**config.mk**
```make
export PLATFORM = sky130hd
export DESIGN_NAME = integer_to_roman
export DESIGN_NICKNAME = d
export VERILOG_FILES = /design/src/rtl/itr_pkg.sv /design/src/rtl/itr_front.sv /design/src/rtl/itr_queue.sv /design/src/rtl/itr_back.sv /design/src/rtl/integer_to_roman.sv
export SDC_FILE = /design/constraint.sdc
export NUM_CORES = 1
export LEC_CHECK = 0
export ABC_AREA = 0
export BUFFER_PORTS_ARGS = -buffer_cell sky130_fd_sc_hd__buf_2
export CORE_AREA = 2 2 83 85
export CTS_CLUSTER_DIAMETER = 40
export DETAILED_ROUTE_END_ITERATION = 8
export DIE_AREA = 0 0 85 87
export PLACE_DENSITY_LB_ADDON = 0.15
export SYNTH_ARGS = -nofsm -noshare
export SYNTH_HDL_FRONTEND = slang
export SYNTH_SLANG_ARGS = --single-unit
```
**constraint.sdc**
```tcl
create_clock -name clk -period 7.2 [get_ports clk]
set_clock_uncertainty 0.15 [all_clocks]
set_input_delay 0.72 -clock clk [delete_from_list [all_inputs] [get_ports clk]]
set_output_delay 0.72 -clock clk [all_outputs]
set_load 0.01 [all_outputs]
```
**src/rtl/itr_pkg.sv**
```systemverilog
// Shared types, constants and numeral step tables for the integer-to-Roman converter.
package itr_pkg;

	localparam int NUMBER_W    = 12;
	localparam int SYMBOL_W    = 7;
	localparam int STEPS       = 13;
	localparam int STEP_W      = 4;
	localparam int MAX_VALUE   = 3999;
	localparam int QUEUE_DEPTH = 2;

	localparam logic [SYMBOL_W-1:0] CHAR_I = 7'h49;
	localparam logic [SYMBOL_W-1:0] CHAR_V = 7'h56;
	localparam logic [SYMBOL_W-1:0] CHAR_X = 7'h58;
	localparam logic [SYMBOL_W-1:0] CHAR_L = 7'h4C;
	localparam logic [SYMBOL_W-1:0] CHAR_C = 7'h43;
	localparam logic [SYMBOL_W-1:0] CHAR_D = 7'h44;
	localparam logic [SYMBOL_W-1:0] CHAR_M = 7'h4D;
	localparam logic [SYMBOL_W-1:0] CHAR_NONE = 7'h00;

	// One classified item waiting for the back end
	typedef struct packed {
		logic [NUMBER_W-1:0] number;
		logic                bad;
	} entry_t;

	function automatic logic [NUMBER_W-1:0] step_value(input logic [STEP_W-1:0] idx);
		logic [NUMBER_W-1:0] v;
		unique case (idx)
			4'd0:    v = 12'd1000;
			4'd1:    v = 12'd900;
			4'd2:    v = 12'd500;
			4'd3:    v = 12'd400;
			4'd4:    v = 12'd100;
			4'd5:    v = 12'd90;
			4'd6:    v = 12'd50;
			4'd7:    v = 12'd40;
			4'd8:    v = 12'd10;
			4'd9:    v = 12'd9;
			4'd10:   v = 12'd5;
			4'd11:   v = 12'd4;
			4'd12:   v = 12'd1;
			default: v = 12'd4095;
		endcase
		return v;
	endfunction

	function automatic logic [SYMBOL_W-1:0] step_first(input logic [STEP_W-1:0] idx);
		logic [SYMBOL_W-1:0] c;
		unique case (idx)
			4'd0, 4'd1, 4'd3:   c = CHAR_M;
			4'd2:               c = CHAR_D;
			4'd4, 4'd5, 4'd7:   c = CHAR_C;
			4'd6:               c = CHAR_L;
			4'd8, 4'd9, 4'd11:  c = CHAR_X;
			4'd10:              c = CHAR_V;
			4'd12:              c = CHAR_I;
			default:            c = CHAR_NONE;
		endcase
		// subtractive pairs open with the smaller symbol
		unique case (idx)
			4'd1, 4'd3:   c = CHAR_C;
			4'd5, 4'd7:   c = CHAR_X;
			4'd9, 4'd11:  c = CHAR_I;
			default:      c = c;
		endcase
		return c;
	endfunction

	function automatic logic [SYMBOL_W-1:0] step_second(input logic [STEP_W-1:0] idx);
		logic [SYMBOL_W-1:0] c;
		unique case (idx)
			4'd1:    c = CHAR_M;
			4'd3:    c = CHAR_D;
			4'd5:    c = CHAR_C;
			4'd7:    c = CHAR_L;
			4'd9:    c = CHAR_X;
			4'd11:   c = CHAR_V;
			default: c = CHAR_NONE;
		endcase
		return c;
	endfunction

	function automatic logic step_pair(input logic [STEP_W-1:0] idx);
		return (idx == 4'd1) || (idx == 4'd3) || (idx == 4'd5) ||
		       (idx == 4'd7) || (idx == 4'd9) || (idx == 4'd11);
	endfunction

endpackage

```
**src/rtl/itr_front.sv**
```systemverilog
// Front end: takes input transactions and classifies each number as valid or out of range.
module itr_front (
	input  logic                            s_tvalid,
	output logic                            s_tready,
	input  logic [15:0]                     s_tdata,   // [11:0] number
	input  logic                            q_full,
	output logic                            q_push,
	output itr_pkg::entry_t                 q_entry
);

	logic [itr_pkg::NUMBER_W-1:0] number;

	assign number   = s_tdata[itr_pkg::NUMBER_W-1:0];
	assign s_tready = !q_full;
	assign q_push   = s_tvalid && !q_full;

	always_comb begin
		q_entry.number = number;
		q_entry.bad    = (number == '0) ||
		                 (number > itr_pkg::NUMBER_W'(itr_pkg::MAX_VALUE));
	end

endmodule

```
**src/rtl/itr_queue.sv**
```systemverilog
// Short queue of classified items between the front and back ends.
module itr_queue #(
	parameter int DEPTH = itr_pkg::QUEUE_DEPTH
) (
	input  logic            clk,
	input  logic            arst_n,
	input  logic            push,
	input  itr_pkg::entry_t push_entry,
	output logic            full,
	input  logic            pop,
	output logic            head_valid,
	output itr_pkg::entry_t head_entry
);

	localparam int PTR_W = (DEPTH > 1) ? $clog2(DEPTH) : 1;
	localparam int CNT_W = $clog2(DEPTH + 1);

	itr_pkg::entry_t    mem_q [DEPTH];
	logic [PTR_W-1:0]   wr_ptr_q;
	logic [PTR_W-1:0]   rd_ptr_q;
	logic [CNT_W-1:0]   count_q;
	logic               do_push;
	logic               do_pop;

	assign full       = (count_q == CNT_W'(DEPTH));
	assign head_valid = (count_q != '0);
	assign head_entry = mem_q[rd_ptr_q];
	assign do_push    = push && !full;
	assign do_pop     = pop && head_valid;

	function automatic logic [PTR_W-1:0] next_ptr(input logic [PTR_W-1:0] p);
		return (p == PTR_W'(DEPTH - 1)) ? '0 : p + 1'b1;
	endfunction

	always_ff @(posedge clk) begin
		if (do_push) begin
			mem_q[wr_ptr_q] <= push_entry;
		end
	end

	always_ff @(posedge clk or negedge arst_n) begin
		if (!arst_n) begin
			wr_ptr_q <= '0;
			rd_ptr_q <= '0;
			count_q  <= '0;
		end else begin
			if (do_push) begin
				wr_ptr_q <= next_ptr(wr_ptr_q);
			end
			if (do_pop) begin
				rd_ptr_q <= next_ptr(rd_ptr_q);
			end
			case ({do_push, do_pop})
				2'b10:   count_q <= count_q + 1'b1;
				2'b01:   count_q <= count_q - 1'b1;
				default: count_q <= count_q;
			endcase
		end
	end

endmodule

```
**src/rtl/itr_back.sv**
```systemverilog
// Back end: greedy numeral sequencer; one character per cycle unless stalled, into a register.
module itr_back (
	input  logic            clk,
	input  logic            arst_n,
	input  logic            head_valid,
	input  itr_pkg::entry_t head_entry,
	output logic            pop,
	output logic            m_tvalid,
	input  logic            m_tready,
	output logic [7:0]      m_tdata,   // [6:0] symbol
	output logic            m_tlast,
	output logic            m_tuser    // [0] bad_input
);

	logic                          busy_q;
	logic                          half_q;
	logic [itr_pkg::STEP_W-1:0]    step_q;
	logic [itr_pkg::NUMBER_W-1:0]  rest_q;
	logic                          valid_q;
	logic [itr_pkg::SYMBOL_W-1:0]  symbol_q;
	logic                          last_q;
	logic                          bad_q;

	logic                          advance;
	logic                          work;
	logic [itr_pkg::NUMBER_W-1:0]  cur_rest;
	logic [itr_pkg::STEP_W-1:0]    sel;
	logic [itr_pkg::NUMBER_W-1:0]  rest_nxt;

	assign advance  = !valid_q || m_tready;
	assign work     = advance && (busy_q || head_valid);
	assign pop      = advance && !busy_q && head_valid;
	assign cur_rest = busy_q ? rest_q : head_entry.number;

	// Largest step value that still fits in the remainder
	always_comb begin
		sel = itr_pkg::STEP_W'(itr_pkg::STEPS - 1);
		for (int s = itr_pkg::STEPS - 1; s >= 0; s--) begin
			if (cur_rest >= itr_pkg::step_value(itr_pkg::STEP_W'(s))) begin
				sel = itr_pkg::STEP_W'(s);
			end
		end
	end

	assign rest_nxt = cur_rest - itr_pkg::step_value(sel);

	always_ff @(posedge clk) begin
		if (work) begin
			if (busy_q && half_q) begin
				symbol_q <= itr_pkg::step_second(step_q);
				last_q   <= (rest_q == '0);
				bad_q    <= 1'b0;
			end else if (!busy_q && head_entry.bad) begin
				symbol_q <= itr_pkg::CHAR_NONE;
				last_q   <= 1'b1;
				bad_q    <= 1'b1;
			end else begin
				symbol_q <= itr_pkg::step_first(sel);
				last_q   <= !itr_pkg::step_pair(sel) && (rest_nxt == '0);
				bad_q    <= 1'b0;
				rest_q   <= rest_nxt;
				step_q   <= sel;
			end
		end
	end

	always_ff @(posedge clk or negedge arst_n) begin
		if (!arst_n) begin
			busy_q  <= 1'b0;
			half_q  <= 1'b0;
			valid_q <= 1'b0;
		end else begin
			if (advance) begin
				valid_q <= work;
			end
			if (work) begin
				if (busy_q && half_q) begin
					half_q <= 1'b0;
					busy_q <= (rest_q != '0);
				end else if (!busy_q && head_entry.bad) begin
					busy_q <= 1'b0;
					half_q <= 1'b0;
				end else begin
					// hold for the second symbol of a subtractive pair
					half_q <= itr_pkg::step_pair(sel);
					busy_q <= itr_pkg::step_pair(sel) || (rest_nxt != '0);
				end
			end
		end
	end

	assign m_tvalid = valid_q;
	assign m_tdata  = {1'b0, symbol_q};
	assign m_tlast  = last_q;
	assign m_tuser  = bad_q;

endmodule

```
**src/rtl/integer_to_roman.sv**
```systemverilog
// Top level of the integer-to-Roman numeral converter.
// Each input transaction carries a number in s_tdata[11:0]; a value from 1 to 3999 yields
// its Roman numeral as one ASCII character per output transaction, most significant symbol
// first, with m_tlast on the final character. Zero or a value above 3999 yields a single
// transaction with symbol 0, m_tuser and m_tlast high. The back end emits one character per
// cycle unless the output stalls; a numeral has 1 to 15 characters (one for an error), and a
// queue of QUEUE_DEPTH classified items lets input keep arriving while a numeral is being
// sent. Nothing is held between items.
module integer_to_roman #(
	parameter int QUEUE_DEPTH = itr_pkg::QUEUE_DEPTH
) (
	input  logic        clk,
	input  logic        arst_n,
	input  logic        s_tvalid,
	output logic        s_tready,
	input  logic [15:0] s_tdata,   // [11:0] number
	output logic        m_tvalid,
	input  logic        m_tready,
	output logic [7:0]  m_tdata,   // [6:0] symbol
	output logic        m_tlast,
	output logic        m_tuser    // [0] bad_input
);

	logic            q_full;
	logic            q_push;
	itr_pkg::entry_t q_entry;
	logic            q_pop;
	logic            head_valid;
	itr_pkg::entry_t head_entry;

	itr_front u_front (
		.s_tvalid (s_tvalid),
		.s_tready (s_tready),
		.s_tdata  (s_tdata),
		.q_full   (q_full),
		.q_push   (q_push),
		.q_entry  (q_entry)
	);

	itr_queue #(
		.DEPTH (QUEUE_DEPTH)
	) u_queue (
		.clk        (clk),
		.arst_n     (arst_n),
		.push       (q_push),
		.push_entry (q_entry),
		.full       (q_full),
		.pop        (q_pop),
		.head_valid (head_valid),
		.head_entry (head_entry)
	);

	itr_back u_back (
		.clk        (clk),
		.arst_n     (arst_n),
		.head_valid (head_valid),
		.head_entry (head_entry),
		.pop        (q_pop),
		.m_tvalid   (m_tvalid),
		.m_tready   (m_tready),
		.m_tdata    (m_tdata),
		.m_tlast    (m_tlast),
		.m_tuser    (m_tuser)
	);

endmodule

```
==> results.md, run 1 <==
* DRC violation total after the first TritonRoute iteration at between 300 and 400
* Upper clock frequency limit at 153 MHz
* Routed length per instance at roughly 17 um
* Synth Instances at 360
* First-pass GRT wire length at ~14000 um
* Via count at 2925
* Number of fill cells in the layout at between 500 and 600
* Cells taking the most area after synthesis: edfxtp_1, ha_1, dfrtp_1
* Category of the critical setup timing path: flip-flop to flip-flop
* Worst-margin pin slew at between 1 and 1.5 ns
* Total count of hold-check failures in the final report at 0
* Global-route usage over all layers at between 20% and 30%
* Most frequent standard cell in the layout excluding fill and tap cells: edfxtp_1
* Clock latency reported for the late side of the worst-skew pair at roughly 0.33 ns
* Boundary Pins at 32
* Post-synthesis to final-layout area growth at 9.67%
* Nature of the critical path endpoint: flip-flop
* Commonest cells after routing, fill and taps aside: edfxtp_1, nand2_1, buf_2, nor2_1, o21ai_0
* Clock tree from TritonCTS: yes
* Hold buffer count at CTS at 0
* Number of warning messages in the yosys log at 0
* Placement row count at 30
* Result of the run: completed
* Setup repair after global routing missed its margin: no
* Seq/Total Area, Yosys at around 44%
* Asr flop ratio synth at between 10% and 20%
* Diode insertion count for antenna repair at 0
* Maximum level of the CTS H-tree at 3
* Remaining Overflow, GRT at 0
* Layout cells sized above 1 at between 10% and 20%
* Data arrival, critical path at 6.53 ns
* Number of library cell types mapped by synthesis at between 70 and 80
* Maximum fanout encountered on the critical timing path at 31
* Maximum number of pins on one net before global-route repair at 32
* Clock sink count at 57
* Final weighted congestion of routability-driven global placement at 0.902
* Average vias per placed instance at 6.21
* Portion of synthesized cell area occupied by the leading cell type at between 30% and 40%
* Count of pins over their slew limit at 0
* Mean Syn Cell Area at about 10 um^2
* Number of design rule violations left after detail routing at 0
* CTS Root Buffer Type: clkbuf_8
* Total length of routed wires at approximately 8000 um
* Number of buffers inserted to repair setup after CTS at 0
* Layout net count at about 430
* Number of nets still failing antenna checks after routing at 0
* Required time of the worst setup path at 7.21 ns
* Final worst-path cycle share at 90.6%
* Horizontal extent of the die at between 80 and 90 um
* Post-detailed-placement half-perimeter wirelength at between 6000 and 7000 um
* Vias in the first global route at about 2800
* Synth Flop Type: edfxtp_1
* Initial antenna violation count at 0
* EDFF count, synth at 50
* Effective utilization at floorplan at roughly 58%
* Number of search-and-repair iterations in the first detailed-routing pass at 5
* Biggest area consumer among synthesized cells: edfxtp_1
* Setup-violating endpoint count in the final report at 0
* Netlist area before placement at between 0.003 and 0.004 mm^2
* Slew HR at between 20% and 30%
* Area of the die at between 0.007 and 0.008 mm^2
* Placeable core region at roughly 0.0066 mm^2
* Path type of the worst min-delay path: input pin to asynchronous set/reset pin
* Number of instances resized during post-cts repair at 0
* Num CTS Buffers at 9
* Number of register bits inferred by synthesis at 57
* Die span in y at approximately 87 um
* Clock tree buffer depth at 2
* Count of input and output buffers at 25
* Time the worst path needs with I/O delays and setup at ~6.5 ns
* Sum Neg Setup Slack at 0 ns
* Max cap viols at 0
* Kind of launch point of the worst setup path: flip-flop
* Clock transition at path regs at about 0.070 ns
## cells by family after synthesis
family	share of synthesized area (%)
buffers and inverters	4.67
AOI/OAI and AO/OA	18.7
adders and majority gates	6.82
xor gates and xnor gates	1.85
other	0.0993
muxes	5.00
DFF	44.4
and+or+nand+nor	18.5
## worst max-delay path: stages (launching register included)
cell       delay (ns)
dfrtp_1          0.94
o21ai_0          0.51
nor2_1           0.39
nand2_1          0.17
a2111oi_2        0.46
o31ai_2          0.18
ha_1             0.31
inv_1            0.08
ha_1             0.23
nand2_1          0.07
nor4_1           0.52
nor2_1           0.13
ha_1             0.50
nor3b_1          0.08
a311oi_1         0.24
o311ai_0         0.32
a2111oi_0        0.44
and4bb_1         0.27
nand4_1          0.15
a32oi_1          0.19
## worst paths after layout
| path | from | to | slack (ns) | cells past startpoint |
|---|---|---|---|---|
| max | u_back.busy_q | u_back.m_tlast | 0.68 | 19 |
| min | arst_n | u_queue.rd_ptr_q | 0.06 | 1 |
| max reg2reg | u_back.busy_q | u_back.m_tlast | 0.68 | 19 |
| min reg2reg | u_queue.wr_ptr_q | u_queue.wr_ptr_q | 0.36 | 1 |
| max in group asynchronous | arst_n | u_queue.count_q[0] | 6.68 | 1 |
| min in group clk | u_queue.wr_ptr_q | u_queue.wr_ptr_q | 0.36 | 1 |
## cell usage after synthesis, types with 4 or more instances
master    count
nand2b_1      6
buf_4         5
nor4_1        7
and3_1        4
nor3_1       12
mux2i_1      13
xnor2_1       5
o211ai_1      5
nand3_1       9
o21ai_0      22
o22ai_1       4
a21oi_1      11
nor2_1       23
a211oi_1      4
or3_1         4
nand4_1       6
nor2b_1       6
inv_1        20
ha_1         19
a21o_1        4
o21a_2        4
edfxtp_1     50
dfrtp_1       7
nand2_1      31
## flip-flops by register name (all words and copies together) (netlist names)
| register | count |
|---|---|
| u_back.busy_q | 1 |
| u_back.half_q | 1 |
| u_back.m_tlast | 1 |
| u_back.m_tuser | 1 |
| u_back.m_tvalid | 1 |
| u_back.rest_q | 12 |
| u_back.step_q | 4 |
| u_back.symbol_q | 6 |
| u_queue.count_q | 2 |
| u_queue.mem_q | 26 |
| u_queue.rd_ptr_q | 1 |
| u_queue.wr_ptr_q | 1 |
## metrics by stage
| stage | setup slack [ns] | util [%] | std cells | hold slack (ns) | cell area, um^2 |
|---|---|---|---|---|---|
| 6_report | 0.680 | 63.1 | 471 | 0.0585 | 4140 |
| 5_1_grt | 0.0933 | 63.1 | 471 | 0.0549 | 4140 |
| 4_1_cts | 0.807 | 63.1 | 471 | 0.0497 | 4140 |
| 3_5_place_dp | 0.835 | 59.7 | 455 | 0.357 | 3920 |
| 3_3_place_gp | 0.847 | 59.7 | 455 | 0.335 | 3920 |
| 2_1_floorplan | 2.22 | - | 361 | 0.274 | 3780 |
## area by class of cell
class	count	area, um^2	area share (%)
Clock buffer	14	163	3.93
Clock inverter	2	60.1	1.45
Inverter	22	82.6	1.99
Multi-Input combinational cell	270	1930	46.5
Sequential cell	57	1680	40.5
Tap cell	80	100	2.42
Timing Repair Buffer	26	133	3.20
## layer usage
metal | up-vias | part of all wire [%] | GRT usage (%)
met2 | 80 | 48 | 39.2
li1 | 1443 | - | -
met4 | 0 | 2.1 | 9.81
met5 | - | 0 | 0
met3 | 19 | 4.4 | 4.64
met1 | 1383 | 46 | 31.6
Power of run 1 is not shown: default switching activity piles up to over one toggle a cycle in this logic, so the estimate is an artifact.
==> run 2: changes to the inputs <==
--- a/config.mk
+++ b/config.mk
@@ -11,7 +11,7 @@
 export CTS_CLUSTER_DIAMETER = 40
 export DETAILED_ROUTE_END_ITERATION = 8
 export DIE_AREA = 0 0 85 87
-export PLACE_DENSITY_LB_ADDON = 0.15
+export PLACE_DENSITY = 0.85
 export SYNTH_ARGS = -nofsm -noshare
 export SYNTH_HDL_FRONTEND = slang
 export SYNTH_SLANG_ARGS = --single-unit
==> run 2 against run 1 <==
  * Die area stayed put
  * Critical path type unchanged
  * Cell area fell by 0.72%
  * Sequential cell count did not move
==> results.md, run 2 (synthesis results as in run 1) <==
* Result of the run: completed
* Layout net count at 427 (+0.23%)
* Category of the critical setup timing path: flip-flop to flip-flop
* Time the worst path needs with I/O delays and setup at 6.49 ns (-0.0345 ns)
* Initial antenna violation count at 0 (unchanged)
* Global-route usage over all layers at 22.9% (-1.1 points)
* Hold buffer count at CTS at 0 (unchanged)
* Storage element area at 0.00168 mm^2 (unchanged)
* Cell type with the highest occurrence count on the critical path: ha_1
* Path type of the worst min-delay path: input pin to asynchronous set/reset pin
* Required time of the worst setup path at 7.21 ns (about the same)
* Boundary Pins at 32 (unchanged)
* Cell with the largest stage delay on the worst path: dfrtp_1
* Worst setup path start: u_queue.rd_ptr_q
* Area of the die at 0.00740 mm^2 (unchanged)
* Nature of the critical path endpoint: flip-flop
* CTS Root Buffer Type: clkbuf_8
* Count of pins over their slew limit at 0 (unchanged)
* Clock tree from TritonCTS: yes
* Horizontal extent of the die at 85 um (unchanged)
* Remaining Overflow, GRT at 0 (unchanged)
* Maximum number of pins on one net before global-route repair at 20 (-38%)
* Routed length per instance at 17.5 um (+0.31%)
* Most frequent standard cell in the layout excluding fill and tap cells: edfxtp_1
* First-pass GRT wire length at 13300 um (-3.8%)
* Average vias per placed instance at 6.43 (+3.5%)
* Slew HR at 23.5% (+2.6 points)
* Number of buffers inserted to repair setup after CTS at 0 (unchanged)
* Flip-flop count of the largest register, all copies and words added at 26 (unchanged)
* Final worst-path cycle share at 90.1% (-0.48 points)
* Commonest cells after routing, fill and taps aside: edfxtp_1, nand2_1, buf_2, nor2_1, o21ai_0
* Kind of launch point of the worst setup path: flip-flop
* Area of the multi-input gates at 0.00193 mm^2 (unchanged)
* Upper clock frequency limit at 154 MHz (+0.53%)
* Post-detailed-placement half-perimeter wirelength at 6130 um (-2.2%)
* Die span in y at 87 um (unchanged)
* Gate family responsible for the most delay along the worst path: compound AO/OA/AOI/OAI gates
* Data arrival, critical path at 6.49 ns (-0.04 ns)
* Total count of hold-check failures in the final report at 0 (unchanged)
* Number of nets still failing antenna checks after routing at 0 (unchanged)
* Vias in the first global route at 2818 (+0.25%)
* Setup-violating endpoint count in the final report at 0 (unchanged)
* Clock latency reported for the late side of the worst-skew pair at 0.33 ns (about the same)
* Peak per-stage delay on the critical path at 0.69 ns (-0.25 ns)
* Clock transition at path regs at 0.06 ns (about the same)
* Cells along the critical path: buf_4 -> mux2i_1 -> o21a_2 -> inv_1 -> nor2_1 -> a211oi_1 -> a2111oi_2 -> o31ai_2 -> ha_1 -> inv_1 -> ha_1 -> nand2_1 -> nor4_1 -> nor2_1 -> ha_1 -> nor3b_1 -> a311oi_1 -> o311ai_0 -> a2111oi_0 -> and4bb_1 -> nand4_1 -> a32oi_1
* Effective utilization at floorplan at 57.5% (unchanged)
* Setup repair after global routing missed its margin: no
* Total length of routed wires at 8270 um (+0.52%)
* Number of design rule violations left after detail routing at 0 (unchanged)
* Buf+Inv Stages, Crit Path at 3 (+2)
* Post-synthesis to final-layout area growth at 8.88%
* Maximum level of the CTS H-tree at 3 (unchanged)
* DRC violation total after the first TritonRoute iteration at 348 (+6.7%)
* Sum Neg Setup Slack at 0 ns (unchanged)
* Number of fill cells in the layout at 517 (-4.6%)
* Worst reg2reg startpoint: u_queue.rd_ptr_q
* Worst-margin pin slew at 1.14 ns (-0.0393 ns)
* Number of instances resized during post-cts repair at 0 (unchanged)
* Count of input and output buffers at 25 (unchanged)
* Largest registers: u_queue.mem_q (26), u_back.rest_q (12), u_back.symbol_q (6)
* Layout cells sized above 1 at 17.3% (+0.47 points)
* Number of search-and-repair iterations in the first detailed-routing pass at 7 (+2)
* Final weighted congestion of routability-driven global placement at 0.905 (+0.28%)
* Placeable core region at 0.00657 mm^2 (unchanged)
* Num CTS Buffers at 9 (unchanged)
* Max cap viols at 0 (unchanged)
* Clock tree buffer depth at 2 (unchanged)
* Diode insertion count for antenna repair at 0 (unchanged)
* Placement row count at 30 (unchanged)
* Maximum fanout encountered on the critical timing path at 11 (-65%)
* Via count at 3033 (+3.7%)
* Clock sink count at 57 (unchanged)
* Register name with the most flops: u_queue.mem_q
-- run 2: through the flow --
stage | setup slack [ns] | cell area [um^2] | hold slack (ns) | utilization [%] | instances
finish | 0.714 | 4110 | 0.0633 | 62.6 | 472
global placement | 1.03 | 3930 | 0.327 | 59.8 | 456
floorplan | 2.22 | 3780 | 0.274 | - | 361
detailed placement | 1.02 | 3930 | 0.341 | 59.8 | 456
CTS | 0.921 | 4110 | 0.0559 | 62.6 | 472
global route | 0.390 | 4110 | 0.0608 | 62.6 | 472
-- run 2: routing by layer --
metal	vias to the layer above	GRT usage (%)	routed length, um
met5	-	0	0
met4	0	10.1	221
met3	25	4.55	535
met2	147	38.0	3880
met1	1420	29.3	3630
li1	1441	-	-
-- run 2: final timing paths --
kind	endpoint	slack [ns]	cells past startpoint
setup / recovery	u_back.m_tlast	0.71	22
hold / removal	u_queue.count_q[1]	0.06	1
setup reg to reg	u_back.m_tlast	0.71	22
hold reg to reg	u_queue.wr_ptr_q	0.36	1
max in group asynchronous	u_back.half_q	6.67	1
min in group clk	u_queue.wr_ptr_q	0.36	1
-- run 2: final cells by class --
type	count	share of cell area, %
Inverter	22	2.01
Clock inverter	3	0.365
Sequential cell	57	40.8
Timing Repair Buffer	27	3.41
Multi-Input combinational cell	270	46.9
Tap cell	80	2.43
Clock buffer	13	4.14
Power of run 2 is left out for the same reason.
==> run 3: changes to the inputs <==
--- a/config.mk
+++ b/config.mk
@@ -7,11 +7,14 @@
 export LEC_CHECK = 0
 export ABC_AREA = 0
 export BUFFER_PORTS_ARGS = -buffer_cell sky130_fd_sc_hd__buf_2
-export CORE_AREA = 2 2 83 85
+export CELL_PAD_IN_SITES_DETAIL_PLACEMENT = 1
+export CELL_PAD_IN_SITES_GLOBAL_PLACEMENT = 1
+export CORE_AREA = 2 2 92 94
 export CTS_CLUSTER_DIAMETER = 40
 export DETAILED_ROUTE_END_ITERATION = 8
-export DIE_AREA = 0 0 85 87
-export PLACE_DENSITY = 0.85
+export DIE_AREA = 0 0 94 96
+export PLACE_DENSITY = 0.86
 export SYNTH_ARGS = -nofsm -noshare
 export SYNTH_HDL_FRONTEND = slang
+export SYNTH_HIERARCHICAL = 1
 export SYNTH_SLANG_ARGS = --single-unit
==> run 3 against run 2 <==
  * First-iteration DRC count down 34%
  * Sequential cell count unchanged
  * Final cell count up 3.6%
  * Maximum frequency down 2.8%
  * Sequential share of layout area up 0.073 points
  * Critical endpoint is now u_back/busy_q
  * Largest cell class unchanged
==> results.md, run 3 <==
* Result of the run: completed
* Largest registers: u_queue/mem_q (26), u_back/rest_q (12), u_back/symbol_q (6)
* Final weighted congestion of routability-driven global placement at 0.886 (-2.1%)
* Sum Neg Setup Slack at 0 ns (unchanged)
* Layout net count at 417 (-2.3%)
* Upper clock frequency limit at 150 MHz (-2.8%)
* Remaining Overflow, GRT at 0 (unchanged)
* Post-detailed-placement half-perimeter wirelength at 7260 um (+18%)
* Initial antenna violation count at 0 (unchanged)
* Setup-violating endpoint count in the final report at 0 (unchanged)
* Asr flop ratio synth at 12.3% (unchanged)
* Placeable core region at 0.00805 mm^2 (+23%)
* Kind of launch point of the worst setup path: flip-flop
* Final non-filler cell area at 0.00411 mm^2 (about the same)
* Netlist area before placement at 0.00377 mm^2 (-0.26%)
* Clock latency reported for the late side of the worst-skew pair at 0.34 ns (about the same)
* Number of design rule violations left after detail routing at 0 (unchanged)
* Clock transition at path regs at 0.07 ns (about the same)
* First-pass GRT wire length at 15900 um (+19%)
* Post-synthesis xor/xnor area fraction at 2.79% (+0.93 points)
* Placement row count at 33 (+10%)
* Total count of hold-check failures in the final report at 0 (unchanged)
* VDD IR-drop max at between 200 and 300 uV
* Commonest cells after routing, fill and taps aside: edfxtp_1, buf_2, nand2_1, nor2_1
* Global-route usage over all layers at 23.0% (+0.050 points)
* DRC violation total after the first TritonRoute iteration at 228 (-34%)
* PD cells at just under 500 mW/mm^2
* Portion of synthesized cell area occupied by the leading cell type at 39.9% (+0.11 points)
* Register name with the most flops: u_queue/mem_q
* Portion of netlist area occupied by mux cells at 7.87% (+2.9 points)
* Combinational family with the most area after synthesis: compound AO/OA/AOI/OAI gates
* Worst setup path start: u_queue/rd_ptr_q
* Horizontal extent of the die at 94 um (+11%)
* Num CTS Buffers at 9 (unchanged)
* EDFF count, synth at 50 (unchanged)
* Final worst-path cycle share at 92.7% (+2.6 points)
* Most frequently used cell type in the post-synthesis netlist: edfxtp_1
* Final worst-path setup slack at 0.527 ns (-0.187 ns)
* Number of search-and-repair iterations in the first detailed-routing pass at 4 (-3)
* Nature of the critical path endpoint: flip-flop
* Boundary Pins at 32 (unchanged)
* Average vias per placed instance at 5.93 (-7.8%)
* Die span in y at 96 um (+10%)
* Clock tree buffer depth at 2 (unchanged)
* Instance area at placement at 0.00391 mm^2 (-0.41%)
* Clock tree from TritonCTS: yes
* Setup repair after global routing missed its margin: no
* Clock sink count at 57 (unchanged)
* Core utilization of the finished layout at 51.1% (-12 points)
* Count of input and output buffers at 25 (unchanged)
* Area share of fa/ha/maj cells after synthesis at 6.18% (-0.65 points)
* Layout cells sized above 1 at 20.3% (+3.0 points)
* Placed cell count at 473 (+3.7%)
* Maximum level of the CTS H-tree at 3 (unchanged)
* Worst-margin pin slew at 1.29 ns (+0.143 ns)
* Total length of routed wires at 9390 um (+14%)
* Area share of and/or/nand/nor cells after synthesis at 16.2% (-2.2 points)
* Category of the critical setup timing path: flip-flop to flip-flop
* Seq/Total Area, Yosys at 44.5% (+0.12 points)
* Via count at 2898 (-4.5%)
* Max cap viols at 0 (unchanged)
* Cells taking the most area after synthesis: edfxtp_1, mux2_2, ha_1
* Worst reg2reg startpoint: u_queue/rd_ptr_q
* Vias in the first global route at 3122 (+11%)
* Path type of the worst min-delay path: input pin to asynchronous set/reset pin
* Count of pins over their slew limit at 0 (unchanged)
* Minimum setup slack after placement at 0.425 ns (-0.599 ns)
* CTS Root Buffer Type: clkbuf_8
* Depth of the worst register-to-register path at 21 (-4.5%)
* Data arrival, critical path at 6.75 ns (+0.26 ns)
* Compound-Gate Fraction of Synth Area at 16.6% (-2.0 points)
* Time the worst path needs with I/O delays and setup at 6.67 ns (+0.187 ns)
* Required time of the worst setup path at 7.28 ns (+0.07 ns)
* Effective utilization at floorplan at 46.8% (-11 points)
* Most frequent standard cell in the layout excluding fill and tap cells: edfxtp_1
* Maximum fanout encountered on the critical timing path at 14 (+3)
* Non-filler cells, final at 489 (+3.6%)
* Number of library cell types mapped by synthesis at 65 (-14%)
* Biggest area consumer among synthesized cells: edfxtp_1
* Synth Instances at 359 (-0.28%)
* Number of register bits inferred by synthesis at 57 (unchanged)
* Number of warning messages in the yosys log at 6 (+6)
* Number of nets still failing antenna checks after routing at 0 (unchanged)
* Top post-synthesis cells by count: edfxtp_1, nand2_1, nor2_1
* Flip-flop count of the largest register, all copies and words added at 26 (unchanged)
* Maximum number of pins on one net before global-route repair at 29 (+45%)
* Slew HR at 13.9% (-9.6 points)
* Post-synthesis to final-layout area growth at 9.13%
* Number of fill cells in the layout at 920 (+78%)
* Synth Flop Type: edfxtp_1
* Diode insertion count for antenna repair at 0 (unchanged)
* Area of the die at 0.00902 mm^2 (+22%)
* Leakage Power at between 1.5 and 2 nW
* Routed length per instance at 19.2 um (+9.6%)
* Mean Syn Cell Area at 10.5 um^2 (about the same)
-- run 3: cells by family after synthesis --
logic type      count (synthesis)
compound gates                 89
flops                          57
xor+xnor                       12
buf+inv                        40
mux                            27
fa+ha+maj                      18
other cells                     1
simple gates                  115
-- run 3: where the power goes --
part,leakage [nW],internal [mW],switching (mW)
combinational,0.930,0.429,0.647
clock,0.0993,0.169,0.133
sequential,0.552,0.530,0.0882
total,1.58,1.13,0.869
-- run 3: cell type report --
type / count / area, um^2 / area share (%)
clock buffer: 11 / 141 / 3.44
clock inverter: 5 / 56.3 / 1.37
inverter: 20 / 75.1 / 1.83
multi-input combinational: 263 / 1880 / 45.7
sequential: 57 / 1680 / 40.8
tap: 105 / 131 / 3.20
timing repair buffer: 28 / 148 / 3.59
-- run 3: repair_timing --
item                                    4_1_cts  5_1_grt
hold buffers                                  0        0
buffers inserted                              0        0
resized for setup                             0        2
endpoints found under the setup margin        0        2
-- run 3: worst paths after layout --
check,to,slack (ns)
setup / recovery,u_back/busy_q,0.53
hold / removal,u_queue/count_q[1],0.05
setup reg to reg,u_back/busy_q,0.53
hold reg to reg,u_queue/wr_ptr_q,0.36
max in group asynchronous,u_queue/rd_ptr_q,6.69
min in group clk,u_queue/wr_ptr_q,0.36
-- run 3: stage by stage --
step           hold WS, ns  power (mW)
2_1_floorplan        0.274        1.40
6_report            0.0469        2.00
5_1_grt             0.0428        2.15
3_5_place_dp         0.346        1.69
3_3_place_gp         0.327        1.62
4_1_cts             0.0473        1.99
-- run 3: worst max-delay path, stage by stage (launching register included) --
cell and delay (ns):
dfrtp_2 0.58, mux2_2 0.42, or4_1 0.52, a211o_1 0.40
a2111o_1 0.41, o21ai_1 0.21, nand2_1 0.10, inv_1 0.13
ha_1 0.21, inv_1 0.06, ha_1 0.28, o21ai_0 0.19
fa_1 0.49, nor2b_1 0.12, o21ai_0 0.10, o21ai_0 0.46
xor2_1 0.23, a2111oi_4 0.38, o2111ai_1 0.25, a2111oi_4 0.48
a21oi_2 0.11, a211o_1 0.27
-- run 3: layer usage --
layer / vias to the layer above / share of wire [%] / wire length (um) / global-route usage (%)
met4: 0 / 2.4 / 227 / 8.82
li1: 1380 / - / - / -
met2: 72 / 51 / 4800 / 41.0
met5: - / 0 / 0 / 0
met3: 15 / 4.4 / 417 / 4.07
met1: 1431 / 42 / 3950 / 27.7
No activity file was read; power rests on OpenSTA's default activity.
